==> config.mk <==
export PLATFORM = sky130hd
export DESIGN_NAME = thread_slot_scheduler_core
export DESIGN_NICKNAME = d
export VERILOG_FILES = /design/src/design/tss_pkg.sv /design/src/design/thread_slot_scheduler_core.sv /design/src/design/tss_slot_ram.sv /design/src/design/tss_ctrl.sv
export VERILOG_INCLUDE_DIRS = /design/src /design/src/design
export SDC_FILE = /design/constraint.sdc
export NUM_CORES = 1
export LEC_CHECK = 0
export BUFFER_PORTS_ARGS = -buffer_cell sky130_fd_sc_hd__buf_2
export CAP_MARGIN = 5
export CORE_MARGIN = 8
export CORE_UTILIZATION = 56
export CTS_CLUSTER_SIZE = 12
export DETAILED_ROUTE_END_ITERATION = 10
export PLACE_DENSITY = 0.85
export SYNTH_ARGS = -nofsm -noshare
export SYNTH_HDL_FRONTEND = slang
export SYNTH_SLANG_ARGS = --single-unit
==> constraint.sdc <==
create_clock -name clk_i -period 3.5 [get_ports clk_i]
set_input_delay 0.175 -clock clk_i [delete_from_list [all_inputs] [get_ports clk_i]]
set_output_delay 0.175 -clock clk_i [all_outputs]
set_load 0.01 [all_outputs]
==> src/design/thread_slot_scheduler_core_macros.svh <==
`ifndef THREAD_SLOT_SCHEDULER_CORE_MACROS_SVH
`define THREAD_SLOT_SCHEDULER_CORE_MACROS_SVH

// Same-cycle implication, sampled on clk_i, off during reset.
`define TSS_ASSERT_IMPL(lbl, ante, cons) \
  lbl: assert property (@(posedge clk_i) disable iff (!rst_ni) (ante) |-> (cons)) \
    else $error("thread slot scheduler check failed");

// Next-cycle implication, sampled on clk_i, off during reset.
`define TSS_ASSERT_NEXT(lbl, ante, cons) \
  lbl: assert property (@(posedge clk_i) disable iff (!rst_ni) (ante) |=> (cons)) \
    else $error("thread slot scheduler check failed");

`endif

==> src/design/tss_pkg.sv <==
package tss_pkg;

  localparam int unsigned SLOTS  = 16;
  localparam int unsigned SLOT_W = $clog2(SLOTS);
  localparam int unsigned CNT_W  = $clog2(SLOTS + 1);
  localparam int unsigned ID_W   = 4;
  localparam int unsigned PRIO_W = 8;

  typedef enum logic [1:0] {
    ST_FREE     = 2'd0,
    ST_RUNNABLE = 2'd1,
    ST_YIELDED  = 2'd2,
    ST_SCHED    = 2'd3
  } slot_state_e;

  typedef enum logic [1:0] {
    CMD_CREATE   = 2'd0,
    CMD_SCHEDULE = 2'd1,
    CMD_YIELD    = 2'd2,
    CMD_DESTROY  = 2'd3
  } cmd_e;

  typedef enum logic [1:0] {
    ALG_FCFS = 2'd0,
    ALG_RR   = 2'd1,
    ALG_PRIO = 2'd2
  } alg_e;

  typedef enum logic [1:0] {
    STATUS_OK         = 2'd0,
    STATUS_NO_SLOT    = 2'd1,
    STATUS_NO_CURRENT = 2'd2
  } status_e;

  typedef struct packed {
    logic [1:0]        command;
    logic [PRIO_W-1:0] priority_req;
  } in_item_t;

  typedef struct packed {
    logic [1:0]      status;
    logic [ID_W-1:0] thread_id;
    logic [ID_W-1:0] current_id;
  } out_item_t;

  typedef struct packed {
    logic [1:0]        state;
    logic [PRIO_W-1:0] prio;
  } slot_entry_t;

  typedef struct packed {
    logic              rd_en;
    logic [SLOT_W-1:0] rd_addr;
    logic              wr_en;
    logic              wr_prio_en;
    logic [SLOT_W-1:0] wr_addr;
    slot_entry_t       wr_entry;
  } ram_req_t;

  typedef struct packed {
    logic              valid;
    logic [SLOT_W-1:0] addr;
    slot_entry_t       entry;
  } ram_rsp_t;

  typedef struct packed {
    logic              busy;
    logic              cur_valid;
    logic [SLOT_W-1:0] cur_slot;
  } ctrl_stat_t;

  // Low bits of a slot number as a thread id, zero-extended for small tables.
  function automatic logic [ID_W-1:0] to_id(input logic [SLOT_W-1:0] slot);
    logic [ID_W+SLOT_W-1:0] ext;
    ext = {{ID_W{1'b0}}, slot};
    return ext[ID_W-1:0];
  endfunction

endpackage

==> src/design/thread_slot_scheduler_core.sv <==
// Thread slot scheduler: a table of SLOTS thread slots (slot 0 is the scheduler)
// held in a synchronous slot RAM with one read and one write port. Create and
// schedule walk the whole table, one slot read per cycle, before their result
// is valid; a schedule that revives yielded slots (round robin with nothing
// runnable, or any priority schedule that finds a yielded slot) adds a second
// walk that writes them back as runnable. Yield, destroy and schedule with the
// unused algorithm code have their result valid in the cycle after the request
// is accepted. A new request is taken only when the previous one has finished;
// the finished result sits in an output register, so it may wait there while
// the next request is already at work. No clearing pass follows reset: per-slot
// valid bits make unwritten slots read as reset.
// The algorithm register is written whenever the configuration channel is
// valid; write it only while no request is in flight.
module thread_slot_scheduler_core import tss_pkg::*; (
  input  logic       clk_i,
  input  logic       rst_ni,
  input  logic       in_valid_i,
  output logic       in_ready_o,
  input  in_item_t   in_data_i,
  output logic       out_valid_o,
  input  logic       out_ready_i,
  output out_item_t  out_data_o,
  input  logic       cfg_valid_i,
  output logic       cfg_ready_o,
  input  logic [1:0] cfg_data_i
);

`include "thread_slot_scheduler_core_macros.svh"

  logic [1:0] alg_q;
  logic       out_valid_q;
  out_item_t  out_data_q;

  ram_req_t   ram_req;
  ram_rsp_t   ram_rsp;
  logic       res_valid;
  out_item_t  res;
  logic       res_ack;
  ctrl_stat_t stat;

  assign cfg_ready_o = 1'b1;

  always_ff @(posedge clk_i or negedge rst_ni) begin
    if (!rst_ni) begin
      alg_q <= ALG_FCFS;
    end else if (cfg_valid_i) begin
      alg_q <= cfg_data_i;
    end
  end

  tss_slot_ram u_ram (
    .clk_i  (clk_i),
    .rst_ni (rst_ni),
    .req_i  (ram_req),
    .rsp_o  (ram_rsp)
  );

  tss_ctrl u_ctrl (
    .clk_i       (clk_i),
    .rst_ni      (rst_ni),
    .alg_i       (alg_q),
    .in_valid_i  (in_valid_i),
    .in_ready_o  (in_ready_o),
    .in_data_i   (in_data_i),
    .ram_req_o   (ram_req),
    .ram_rsp_i   (ram_rsp),
    .res_valid_o (res_valid),
    .res_o       (res),
    .res_ack_i   (res_ack),
    .stat_o      (stat)
  );

  // Load the output register when it is empty or being drained.
  assign res_ack = res_valid && (!out_valid_q || out_ready_i);

  always_ff @(posedge clk_i or negedge rst_ni) begin
    if (!rst_ni) begin
      out_valid_q <= 1'b0;
    end else if (res_ack) begin
      out_valid_q <= 1'b1;
    end else if (out_ready_i) begin
      out_valid_q <= 1'b0;
    end
  end

  always_ff @(posedge clk_i) begin
    if (res_ack) begin
      out_data_q <= res;
    end
  end

  assign out_valid_o = out_valid_q;
  assign out_data_o  = out_data_q;

  `TSS_ASSERT_NEXT(a_busy_after_accept, in_valid_i && in_ready_o, !in_ready_o && stat.busy)
  `TSS_ASSERT_NEXT(a_idle_after_result, res_ack, in_ready_o)
  `TSS_ASSERT_NEXT(a_ram_read_returns, ram_req.rd_en, ram_rsp.valid)
  `TSS_ASSERT_IMPL(a_no_current_is_zero, !stat.cur_valid, stat.cur_slot == '0)

endmodule

==> src/design/tss_slot_ram.sv <==
module tss_slot_ram import tss_pkg::*; (
  input  logic     clk_i,
  input  logic     rst_ni,
  input  ram_req_t req_i,
  output ram_rsp_t rsp_o
);

  logic [1:0]        state_mem [SLOTS];
  logic [PRIO_W-1:0] prio_mem  [SLOTS];
  logic [SLOTS-1:0]  vld_q;

  logic [1:0]        rd_state_q;
  logic [PRIO_W-1:0] rd_prio_q;
  logic              rd_vld_q;
  logic              rd_valid_q;
  logic [SLOT_W-1:0] rd_addr_q;

  always_ff @(posedge clk_i) begin
    if (req_i.wr_en) begin
      state_mem[req_i.wr_addr] <= req_i.wr_entry.state;
      if (req_i.wr_prio_en) begin
        prio_mem[req_i.wr_addr] <= req_i.wr_entry.prio;
      end
    end
    if (req_i.rd_en) begin
      rd_state_q <= state_mem[req_i.rd_addr];
      rd_prio_q  <= prio_mem[req_i.rd_addr];
    end
  end

  always_ff @(posedge clk_i or negedge rst_ni) begin
    if (!rst_ni) begin
      vld_q      <= '0;
      rd_vld_q   <= 1'b0;
      rd_valid_q <= 1'b0;
      rd_addr_q  <= '0;
    end else begin
      rd_valid_q <= req_i.rd_en;
      if (req_i.rd_en) begin
        rd_vld_q  <= vld_q[req_i.rd_addr];
        rd_addr_q <= req_i.rd_addr;
      end
      if (req_i.wr_en) begin
        vld_q[req_i.wr_addr] <= 1'b1;
      end
    end
  end

  // Unwritten entries read as their reset value: slot 0 scheduler, others free.
  always_comb begin
    rsp_o.valid = rd_valid_q;
    rsp_o.addr  = rd_addr_q;
    if (rd_vld_q) begin
      rsp_o.entry.state = rd_state_q;
      rsp_o.entry.prio  = rd_prio_q;
    end else begin
      rsp_o.entry.state = (rd_addr_q == '0) ? ST_SCHED : ST_FREE;
      rsp_o.entry.prio  = '0;
    end
  end

endmodule

==> src/design/tss_ctrl.sv <==
module tss_ctrl import tss_pkg::*; (
  input  logic       clk_i,
  input  logic       rst_ni,
  input  logic [1:0] alg_i,
  input  logic       in_valid_i,
  output logic       in_ready_o,
  input  in_item_t   in_data_i,
  output ram_req_t   ram_req_o,
  input  ram_rsp_t   ram_rsp_i,
  output logic       res_valid_o,
  output out_item_t  res_o,
  input  logic       res_ack_i,
  output ctrl_stat_t stat_o
);

  localparam logic [1:0] S_IDLE   = 2'd0;
  localparam logic [1:0] S_SCAN   = 2'd1;
  localparam logic [1:0] S_REVIVE = 2'd2;
  localparam logic [1:0] S_DONE   = 2'd3;

  localparam logic [CNT_W-1:0] CNT_END = CNT_W'(SLOTS);

  logic [1:0]        st_q, st_d;
  logic [1:0]        cmd_q, cmd_d;
  logic [PRIO_W-1:0] prio_q, prio_d;
  logic [CNT_W-1:0]  cnt_q, cnt_d;

  logic              free_have_q, free_have_d;
  logic [SLOT_W-1:0] free_idx_q, free_idx_d;
  logic              run_have_q, run_have_d;
  logic [SLOT_W-1:0] run_idx_q, run_idx_d;
  logic [PRIO_W-1:0] run_prio_q, run_prio_d;
  logic              yld_have_q, yld_have_d;
  logic [SLOT_W-1:0] yld_idx_q, yld_idx_d;
  logic [PRIO_W-1:0] yld_prio_q, yld_prio_d;

  logic              cur_valid_q, cur_valid_d;
  logic [SLOT_W-1:0] cur_slot_q, cur_slot_d;
  out_item_t         res_q, res_d;

  logic              pass_done;
  logic              is_prio;
  logic              pick_have;
  logic [SLOT_W-1:0] pick_idx;
  logic              revive;

  assign is_prio   = (alg_i == ALG_PRIO);
  assign pass_done = (cnt_q == CNT_END) && !ram_rsp_i.valid;

  // Nothing runnable: fall back to the yielded slots that get revived.
  assign pick_have = run_have_q || (yld_have_q && (alg_i != ALG_FCFS));
  assign pick_idx  = run_have_q ? run_idx_q : yld_idx_q;
  assign revive    = yld_have_q && (is_prio || ((alg_i == ALG_RR) && !run_have_q));

  always_comb begin
    st_d        = st_q;
    cmd_d       = cmd_q;
    prio_d      = prio_q;
    cnt_d       = cnt_q;
    free_have_d = free_have_q;
    free_idx_d  = free_idx_q;
    run_have_d  = run_have_q;
    run_idx_d   = run_idx_q;
    run_prio_d  = run_prio_q;
    yld_have_d  = yld_have_q;
    yld_idx_d   = yld_idx_q;
    yld_prio_d  = yld_prio_q;
    cur_valid_d = cur_valid_q;
    cur_slot_d  = cur_slot_q;
    res_d       = res_q;

    ram_req_o            = '0;
    ram_req_o.rd_addr    = cnt_q[SLOT_W-1:0];
    ram_req_o.rd_en      = ((st_q == S_SCAN) || (st_q == S_REVIVE)) && (cnt_q != CNT_END);

    if (ram_req_o.rd_en) begin
      cnt_d = cnt_q + CNT_W'(1);
    end

    unique case (st_q)
      S_IDLE: begin
        if (in_valid_i) begin
          cmd_d       = in_data_i.command;
          prio_d      = in_data_i.priority_req;
          cnt_d       = '0;
          free_have_d = 1'b0;
          run_have_d  = 1'b0;
          yld_have_d  = 1'b0;
          unique case (in_data_i.command)
            CMD_CREATE: begin
              st_d = S_SCAN;
            end
            CMD_SCHEDULE: begin
              if ((alg_i == ALG_FCFS) || (alg_i == ALG_RR) || is_prio) begin
                st_d = S_SCAN;
              end else begin
                res_d = '{status: STATUS_NO_SLOT, thread_id: '0,
                          current_id: to_id(cur_slot_q)};
                st_d  = S_DONE;
              end
            end
            default: begin
              if (!cur_valid_q) begin
                res_d = '{status: STATUS_NO_CURRENT, thread_id: '0, current_id: '0};
              end else begin
                // Hand the current thread back; priority stays as it was.
                ram_req_o.wr_en          = 1'b1;
                ram_req_o.wr_addr        = cur_slot_q;
                ram_req_o.wr_entry.state = (in_data_i.command == CMD_YIELD) ?
                                           ST_YIELDED : ST_FREE;
                res_d = '{status: STATUS_OK, thread_id: to_id(cur_slot_q),
                          current_id: '0};
                cur_valid_d = 1'b0;
                cur_slot_d  = '0;
              end
              st_d = S_DONE;
            end
          endcase
        end
      end

      S_SCAN: begin
        if (ram_rsp_i.valid) begin
          if ((ram_rsp_i.entry.state == ST_FREE) && !free_have_q) begin
            free_have_d = 1'b1;
            free_idx_d  = ram_rsp_i.addr;
          end
          // Strict compare: the lowest slot wins a priority tie.
          if ((ram_rsp_i.entry.state == ST_RUNNABLE) &&
              (!run_have_q || (is_prio && (ram_rsp_i.entry.prio > run_prio_q)))) begin
            run_have_d = 1'b1;
            run_idx_d  = ram_rsp_i.addr;
            run_prio_d = ram_rsp_i.entry.prio;
          end
          if ((ram_rsp_i.entry.state == ST_YIELDED) &&
              (!yld_have_q || (is_prio && (ram_rsp_i.entry.prio > yld_prio_q)))) begin
            yld_have_d = 1'b1;
            yld_idx_d  = ram_rsp_i.addr;
            yld_prio_d = ram_rsp_i.entry.prio;
          end
        end
        if (pass_done) begin
          if (cmd_q == CMD_CREATE) begin
            if (free_have_q) begin
              ram_req_o.wr_en          = 1'b1;
              ram_req_o.wr_prio_en     = 1'b1;
              ram_req_o.wr_addr        = free_idx_q;
              ram_req_o.wr_entry.state = ST_RUNNABLE;
              ram_req_o.wr_entry.prio  = prio_q;
              res_d = '{status: STATUS_OK, thread_id: to_id(free_idx_q),
                        current_id: to_id(cur_slot_q)};
            end else begin
              res_d = '{status: STATUS_NO_SLOT, thread_id: '0,
                        current_id: to_id(cur_slot_q)};
            end
            st_d = S_DONE;
          end else begin
            if (pick_have) begin
              cur_valid_d = 1'b1;
              cur_slot_d  = pick_idx;
              res_d = '{status: STATUS_OK, thread_id: to_id(pick_idx),
                        current_id: to_id(pick_idx)};
            end else begin
              cur_valid_d = 1'b0;
              cur_slot_d  = '0;
              res_d = '{status: STATUS_NO_SLOT, thread_id: '0, current_id: '0};
            end
            cnt_d = '0;
            st_d  = revive ? S_REVIVE : S_DONE;
          end
        end
      end

      S_REVIVE: begin
        // Write back slot k while slot k+1 is read: never the same entry.
        if (ram_rsp_i.valid && (ram_rsp_i.entry.state == ST_YIELDED)) begin
          ram_req_o.wr_en          = 1'b1;
          ram_req_o.wr_addr        = ram_rsp_i.addr;
          ram_req_o.wr_entry.state = ST_RUNNABLE;
        end
        if (pass_done) begin
          st_d = S_DONE;
        end
      end

      S_DONE: begin
        if (res_ack_i) begin
          st_d = S_IDLE;
        end
      end

      default: st_d = S_IDLE;
    endcase
  end

  always_ff @(posedge clk_i or negedge rst_ni) begin
    if (!rst_ni) begin
      st_q        <= S_IDLE;
      cnt_q       <= '0;
      cur_valid_q <= 1'b0;
      cur_slot_q  <= '0;
      free_have_q <= 1'b0;
      run_have_q  <= 1'b0;
      yld_have_q  <= 1'b0;
    end else begin
      st_q        <= st_d;
      cnt_q       <= cnt_d;
      cur_valid_q <= cur_valid_d;
      cur_slot_q  <= cur_slot_d;
      free_have_q <= free_have_d;
      run_have_q  <= run_have_d;
      yld_have_q  <= yld_have_d;
    end
  end

  always_ff @(posedge clk_i) begin
    cmd_q      <= cmd_d;
    prio_q     <= prio_d;
    free_idx_q <= free_idx_d;
    run_idx_q  <= run_idx_d;
    run_prio_q <= run_prio_d;
    yld_idx_q  <= yld_idx_d;
    yld_prio_q <= yld_prio_d;
    res_q      <= res_d;
  end

  assign in_ready_o       = (st_q == S_IDLE);
  assign res_valid_o      = (st_q == S_DONE);
  assign res_o            = res_q;
  assign stat_o.busy      = (st_q != S_IDLE);
  assign stat_o.cur_valid = cur_valid_q;
  assign stat_o.cur_slot  = cur_slot_q;

endmodule
==> flow_summary_export.csv, run 1 <==
group,metric,value,unit
clocking,clockBufferDepth,3,
global_routing,grt_start_max_net_pins,48,
sta,fin_skew,0.0165,ns
sta,slew_viol_final,0,
place,dp.cells,926,
place,placed_area,11600,µm²
sta,period_minus_slack,3.14,ns
synthesis,synth_seq_area_share,70.9,%
synthesis,yosysTopAreaCell,"edfxtp_1",
synthesis,synth_ff_type,"edfxtp_1",
sta,tightest_slew,1.15,ns
worst_setup_path,crit_chain,"inv_1, ha_1, and4bb_1, nand2_1, o21a_1, or3b_1, nor2_1",
final_layout,diodes,0,
sta,setup_tns,0,ns
floorplanning,die_area,24500,µm²
worst_setup_path,path_max_fanout,12,
flow_run,max_cap_viol_count,0,
detailed_routing,vias,6160,
clocking,cts_tree,"built",
detailed_routing,wl_per_cell,24.0,µm
clocking,path_clk_slew,0.06,ns
synthesis,netlist_area,11100,µm²
synthesis,ys_types,61,
sta,setup_viol,0,
pwr,irDropWorstVdd,372,µV
synthesis,syn_inst,634,
clocking,clock_latency,0.54,ns
detailed_routing,drc,0,
global_routing,antenna_found_initial,0,
synthesis,synth_edf_count,228,
sta,hold_slack,0.112,ns
global_routing,grt_pass1_wl,37100,µm
worst_setup_path,cp-start-kind,"flip-flop",
synthesis,synth_most_common_cell,"edfxtp_1",
worst_setup_path,critPathSlowestCell,"nor2_1",
floorplanning,dieWidth,157,µm
clocking,post_cts_resized,0,
synthesis,yosys-top-cells-count,"edfxtp_1, mux4_2, nor2_1, dfrtp_1, nand2_1",
final_layout,area_growth_syn_to_layout,13.5,%
detailed_routing,drt_iter0_markers,767,
pwr,power.share.combinational,18.9,%
synthesis,yosys.area.top_type_share,61.8,%
pwr,p_sw_share,27.2,%
sta,post-route-period-util,89.8,%
detailed_routing,finalWirelength,23800,µm
final_layout,final_nets,741,
sta,fin_ws,0.355,ns
place,gp_congestion,0.874,
sta,fmax,318,MHz
global_routing,grt_util_all_layers,20.0,%
floorplanning,core-area,19500,µm²
sta,rsz0062_at_grt,"no",
place,pre_cts_ws,0.512,ns
pwr,p_leak,4.09,nW
synthesis,synth.top_cells.by_area,"edfxtp_1, mux4_2, dfrtp_1, ha_1, nor2_1",
min_path,hold_path_class,"input pin to flip-flop",
detailed_routing,drtPass1Iterations,6,
pwr,power_frac_seq,49.1,%
min_path,whs_path_depth,3,
pwr,total_power,8.12,mW
final_layout,nFillCells,1261,
synthesis,ys_warn_count,0,
pwr,p_int,5.91,mW
detailed_routing,via_per_inst,6.21,
final_layout,drive_gt1_share,22.6,%
clocking,root_buffer,"clkbuf_16",
clocking,post_cts_buffers,0,
pwr,netSwitchingPower,2.21,mW
synthesis,async_reset_ff_share,14.9,%
worst_setup_path,crit_required,3.65,ns
final_layout,multi_input_area,2980,µm²
place,hpwl,15200,µm
pwr,power.share.clock,32.1,%
final_layout,fin_cells,992,
run_status,run_status,"finished, final reports clean",
final_layout,design_area,12600,µm²
floorplanning,num_rows,51,
synthesis,synth_nets,669,
worst_setup_path,cp-end-kind,"flip-flop",
worst_setup_path,critPathKind,"flip-flop to flip-flop",
clocking,htreeDepth,1,
floorplanning,initial_core_util,56.9,%
final_layout,utilization,64.6,%
clocking,numCtsBuffers,27,
sta,hold_viol,0,
final_layout,register_area,7850,µm²
floorplanning,die_h,157,µm
global_routing,grt_pass1_vias,6386,
clocking,clock-sinks,268,
synthesis,ys_ff_latch,268,
global_routing,overflow,0,
floorplanning,pin_count,30,
worst_setup_path,reg2regPathDepth,7,
worst_setup_path,arrival,3.30,ns
detailed_routing,ant_nets,0,
pwr,cellPowerDensity,646,nW/µm²
worst_setup_path,max_stage_delay,0.70,ns
place,port_buffers,28,
sta,maxSlewHeadroom,23.5,%
synthesis,avgSynthCellArea,17.5,µm²
[worst paths after layout]
path                                  from                     to  slack (ns)
max                         u_ctrl.st_q[1]  u_ram.prio_mem[10][1]        0.36
min                             in_valid_i     u_ctrl.free_have_q        0.11
max reg2reg                 u_ctrl.st_q[1]  u_ram.prio_mem[10][1]        0.36
min reg2reg                u_ctrl.res_o[1]          out_data_o[1]        0.41
max in group asynchronous           rst_ni        u_ctrl.cnt_q[1]        2.49
min in group asynchronous           rst_ni   u_ctrl.cur_slot_q[2]        0.34
[per-layer routing]
metal / wire, µm / global-route usage (%)
met1: 9020 / 24.9
met2: 12300 / 35.1
met3: 1760 / 2.70
met4: 741 / 7.37
met5: 0 / 0
[placed cells by master, fill, tap and decap left out, types with 5 or more instances in the layout]
master,count
xor2_1,7
nand2b_1,5
buf_4,30
dlygate4sd3_1,16
nor2b_1,7
mux4_2,55
buf_2,28
ha_1,18
a21oi_1,10
nor2_1,41
nand2_1,27
inv_1,23
clkbuf_1,16
o21ai_0,9
nand3_1,8
o21bai_1,16
nor3_1,16
mux2i_1,5
and2_1,14
dfrtp_1,38
clkbuf_16,27
edfxtp_1,228
nand4_1,6
[timing repair]
item / 4_1_cts / 5_1_grt
endpoints found under the setup margin: 0 / 0
endpoints found under the hold margin: 53 / 0
hold buffers: 16 / 0
[critical path: cells and delay by family, from the launching register on]
family	cells	cell delay, ns
and+or+nand+nor	4	1.84
buffers and inverters	1	0.12
DFF	1	0.40
adders and majority gates	1	0.19
AOI/OAI and AO/OA	1	0.22
[cell type report]
class	count	share of cell area, %
sequential	268	62.5
multi-input combinational	312	23.7
clock buffer	45	6.07
timing repair buffer	74	4.18
tap	265	2.64
inverter	23	0.687
clock inverter	5	0.229
[sequential cells by signal, indices dropped and copies added (netlist names), 4 cells and up]
register	count
out_data_o	10
u_ctrl.cnt_q	5
u_ctrl.cur_slot_q	4
u_ctrl.free_idx_q	4
u_ctrl.prio_q	8
u_ctrl.res_o	10
u_ctrl.run_idx_q	4
u_ctrl.run_prio_q	8
u_ctrl.yld_idx_q	4
u_ctrl.yld_prio_q	8
u_ram.prio_mem	128
u_ram.rd_addr_q	4
u_ram.rd_prio_q	8
u_ram.state_mem	32
u_ram.vld_q	16
[cells by family (layout without fill, tap and decap cells)]
group | count (synthesis) | after routing | share of synthesized area, %
compound gates | 70 | 70 | 4.55
flops | 268 | 268 | 70.9
other cells | 1 | 1 | 0.0339
fa+ha+maj | 20 | 20 | 2.21
simple gates | 145 | 145 | 6.93
xor+xnor | 8 | 8 | 0.633
buf+inv | 54 | 147 | 2.18
mux | 68 | 68 | 12.6
[power by group through the flow]
stage          Sequential, mW  Combinational (mW)  Clock (mW)
2_1_floorplan            4.01                1.14           0
3_3_place_gp             4.03                1.46           0
5_1_grt                  4.01                1.68        2.77
3_5_place_dp             4.05                1.51           0
4_1_cts                  3.98                1.54        2.62
6_report                 3.99                1.53        2.60
Power figures use the tool's default switching activity.
==> run 2: changes to the inputs <==
Settings changed: ABC_CLOCK_PERIOD_IN_PS set to 3500, HOLD_SLACK_MARGIN set to 0.15.
==> flow_summary_export.csv, run 2 (same netlist as run 1, synthesis figures left out) <==
group,metric,value,unit
run_status,run_status,"finished, final reports clean",
worst_setup_path,cp-end-kind,"flip-flop",
worst_setup_path,critPathKind,"flip-flop to flip-flop",
pwr,power.share.clock,32.1,%
pwr,irDropWorstVdd,371,µV
detailed_routing,vias,6132,
final_layout,largest-register,"u_ram.prio_mem",
clocking,root_buffer,"clkbuf_16",
floorplanning,dieWidth,157,µm
floorplanning,core-area,19500,µm²
final_layout,diodes,0,
clocking,clock-sinks,268,
detailed_routing,via_per_inst,6.18,
clocking,clockBufferDepth,3,
place,port_buffers,28,
floorplanning,die_area,24500,µm²
place,gp_congestion,0.874,
detailed_routing,finalWirelength,23800,µm
floorplanning,die_h,157,µm
final_layout,drive_gt1_share,22.5,%
sta,tightest_slew,1.15,ns
worst_setup_path,path_max_fanout,12,
pwr,power.share.combinational,18.8,%
sta,maxSlewHeadroom,23.5,%
clocking,clock_latency,0.54,ns
sta,post-route-period-util,89.5,%
global_routing,grt_pass1_vias,6392,
worst_setup_path,arrival,3.29,ns
clocking,post_cts_buffers,0,
worst_setup_path,crit_required,3.65,ns
sta,setup_viol,0,
detailed_routing,drtPass1Iterations,5,
global_routing,grt_pass1_wl,37100,µm
place,hpwl,15200,µm
detailed_routing,ant_nets,0,
final_layout,reg_top3,"u_ram.prio_mem (128), u_ram.state_mem (32), u_ram.vld_q (16)",
sta,fin_skew,0.0170,ns
sta,fmax,319,MHz
detailed_routing,drc,0,
floorplanning,num_rows,51,
clocking,numCtsBuffers,27,
pwr,p_leak,4.09,nW
global_routing,antenna_found_initial,0,
sta,hold_viol,0,
sta,slew_viol_final,0,
worst_setup_path,max_stage_delay,0.69,ns
min_path,hold_path_class,"input pin to asynchronous set/reset pin",
global_routing,grt_util_all_layers,20.0,%
final_layout,largest_register_ffs,128,
pwr,total_power,8.13,mW
sta,period_minus_slack,3.13,ns
global_routing,overflow,0,
worst_setup_path,cp-start-kind,"flip-flop",
pwr,p_int,5.91,mW
pwr,power_frac_seq,49.1,%
pwr,p_sw_share,27.2,%
final_layout,area_growth_syn_to_layout,13.6,%
detailed_routing,wl_per_cell,24.0,µm
pwr,cellPowerDensity,646,nW/µm²
flow_run,max_cap_viol_count,0,
worst_setup_path,crit_chain,"inv_1, ha_1, and4_1, a32oi_1, o21a_1, or3b_1, nor2_1",
final_layout,final_cell_mix,"edfxtp_1, mux4_2, nor2_1",
clocking,cts_tree,"built",
final_layout,final_nets,742,
pwr,netSwitchingPower,2.21,mW
clocking,htreeDepth,1,
global_routing,grt_start_max_net_pins,48,
floorplanning,initial_core_util,56.9,%
detailed_routing,drt_iter0_markers,775,
sta,rsz0062_at_grt,"no",
final_layout,mostFrequentLayoutCell,"edfxtp_1",
sta,setup_tns,0,ns
worst_setup_path,critPathSlowestCell,"nor2_1",
clocking,post_cts_resized,0,
clocking,path_clk_slew,0.06,ns
floorplanning,pin_count,30,
run 2: cell types whose count changed in the layout (fill, tap and decap cells not counted), sizes merged:
| cell | previous run | this run |
|---|---|---|
| dlygate4sd3 | 16 | 17 |
run 2: power by group through the flow:
stage | sequential [mW] | combinational (mW) | clock [mW]
after CTS | 3.98 | 1.54 | 2.62
after detailed placement | 4.05 | 1.51 | 0
after floorplan | 4.01 | 1.14 | 0
after global routing | 4.01 | 1.68 | 2.77
final | 3.99 | 1.53 | 2.61
after global placement | 4.03 | 1.46 | 0
run 2: timing repair:
action | 4_1_cts | 5_1_grt
setup endpoints to repair | 0 | 0
hold buffers | 17 | 0
hold endpoints to repair | 58 | 0
run 2: path summary, 6_finish.rpt:
path,startpoint,to,slack (ns),cells after the start
worst max-delay path,u_ctrl.st_q[0],u_ram.prio_mem[10][1],0.37,7
worst min-delay path,rst_ni,u_ctrl.st_q[0],0.34,2
worst max register to register,u_ctrl.st_q[0],u_ram.prio_mem[10][1],0.37,7
worst min register to register,u_ctrl.res_o[1],out_data_o[1],0.41,0
max in group asynchronous,rst_ni,u_ctrl.cnt_q[1],2.50,2
min in group clk_i,in_data_i[7],u_ctrl.prio_q[7],0.37,2
run 2: cell type report:
| cell class | count | area [µm²] |
|---|---|---|
| clock inverter | 5 | 28.8 |
| tap | 265 | 332 |
| clock buffer | 45 | 763 |
| timing repair buffer | 75 | 536 |
| inverter | 23 | 86.3 |
| fill | 1262 | 6880 |
| sequential | 268 | 7850 |
| multi-input combinational | 312 | 2980 |
run 2: per-stage QoR:
step	hold WS, ns	util, %	instance area [µm²]	cells	setup WS (ns)
after floorplan	-0.121	-	11100	634	0.217
after detailed placement	0.353	59.7	11600	926	0.512
final	0.340	64.6	12600	993	0.366
after global routing	0.371	64.6	12600	993	0.201
after CTS	0.356	64.6	12600	993	0.482
after global placement	0.351	59.7	11600	926	0.647
run 2: worst max-delay path: cells and delay by family, from the launching register on:
| family | cells | cell delay [ns] |
|---|---|---|
| AOI/OAI and AO/OA | 2 | 0.37 |
| DFF | 1 | 0.40 |
| adders and majority gates | 1 | 0.32 |
| and+or+nand+nor | 3 | 1.54 |
| buffers and inverters | 1 | 0.11 |
run 2: metal layers:
layer	track usage (%)	wire, µm
met1	24.9	8950
met2	35.1	12300
met3	2.70	1790
met4	7.37	784
met5	0	0
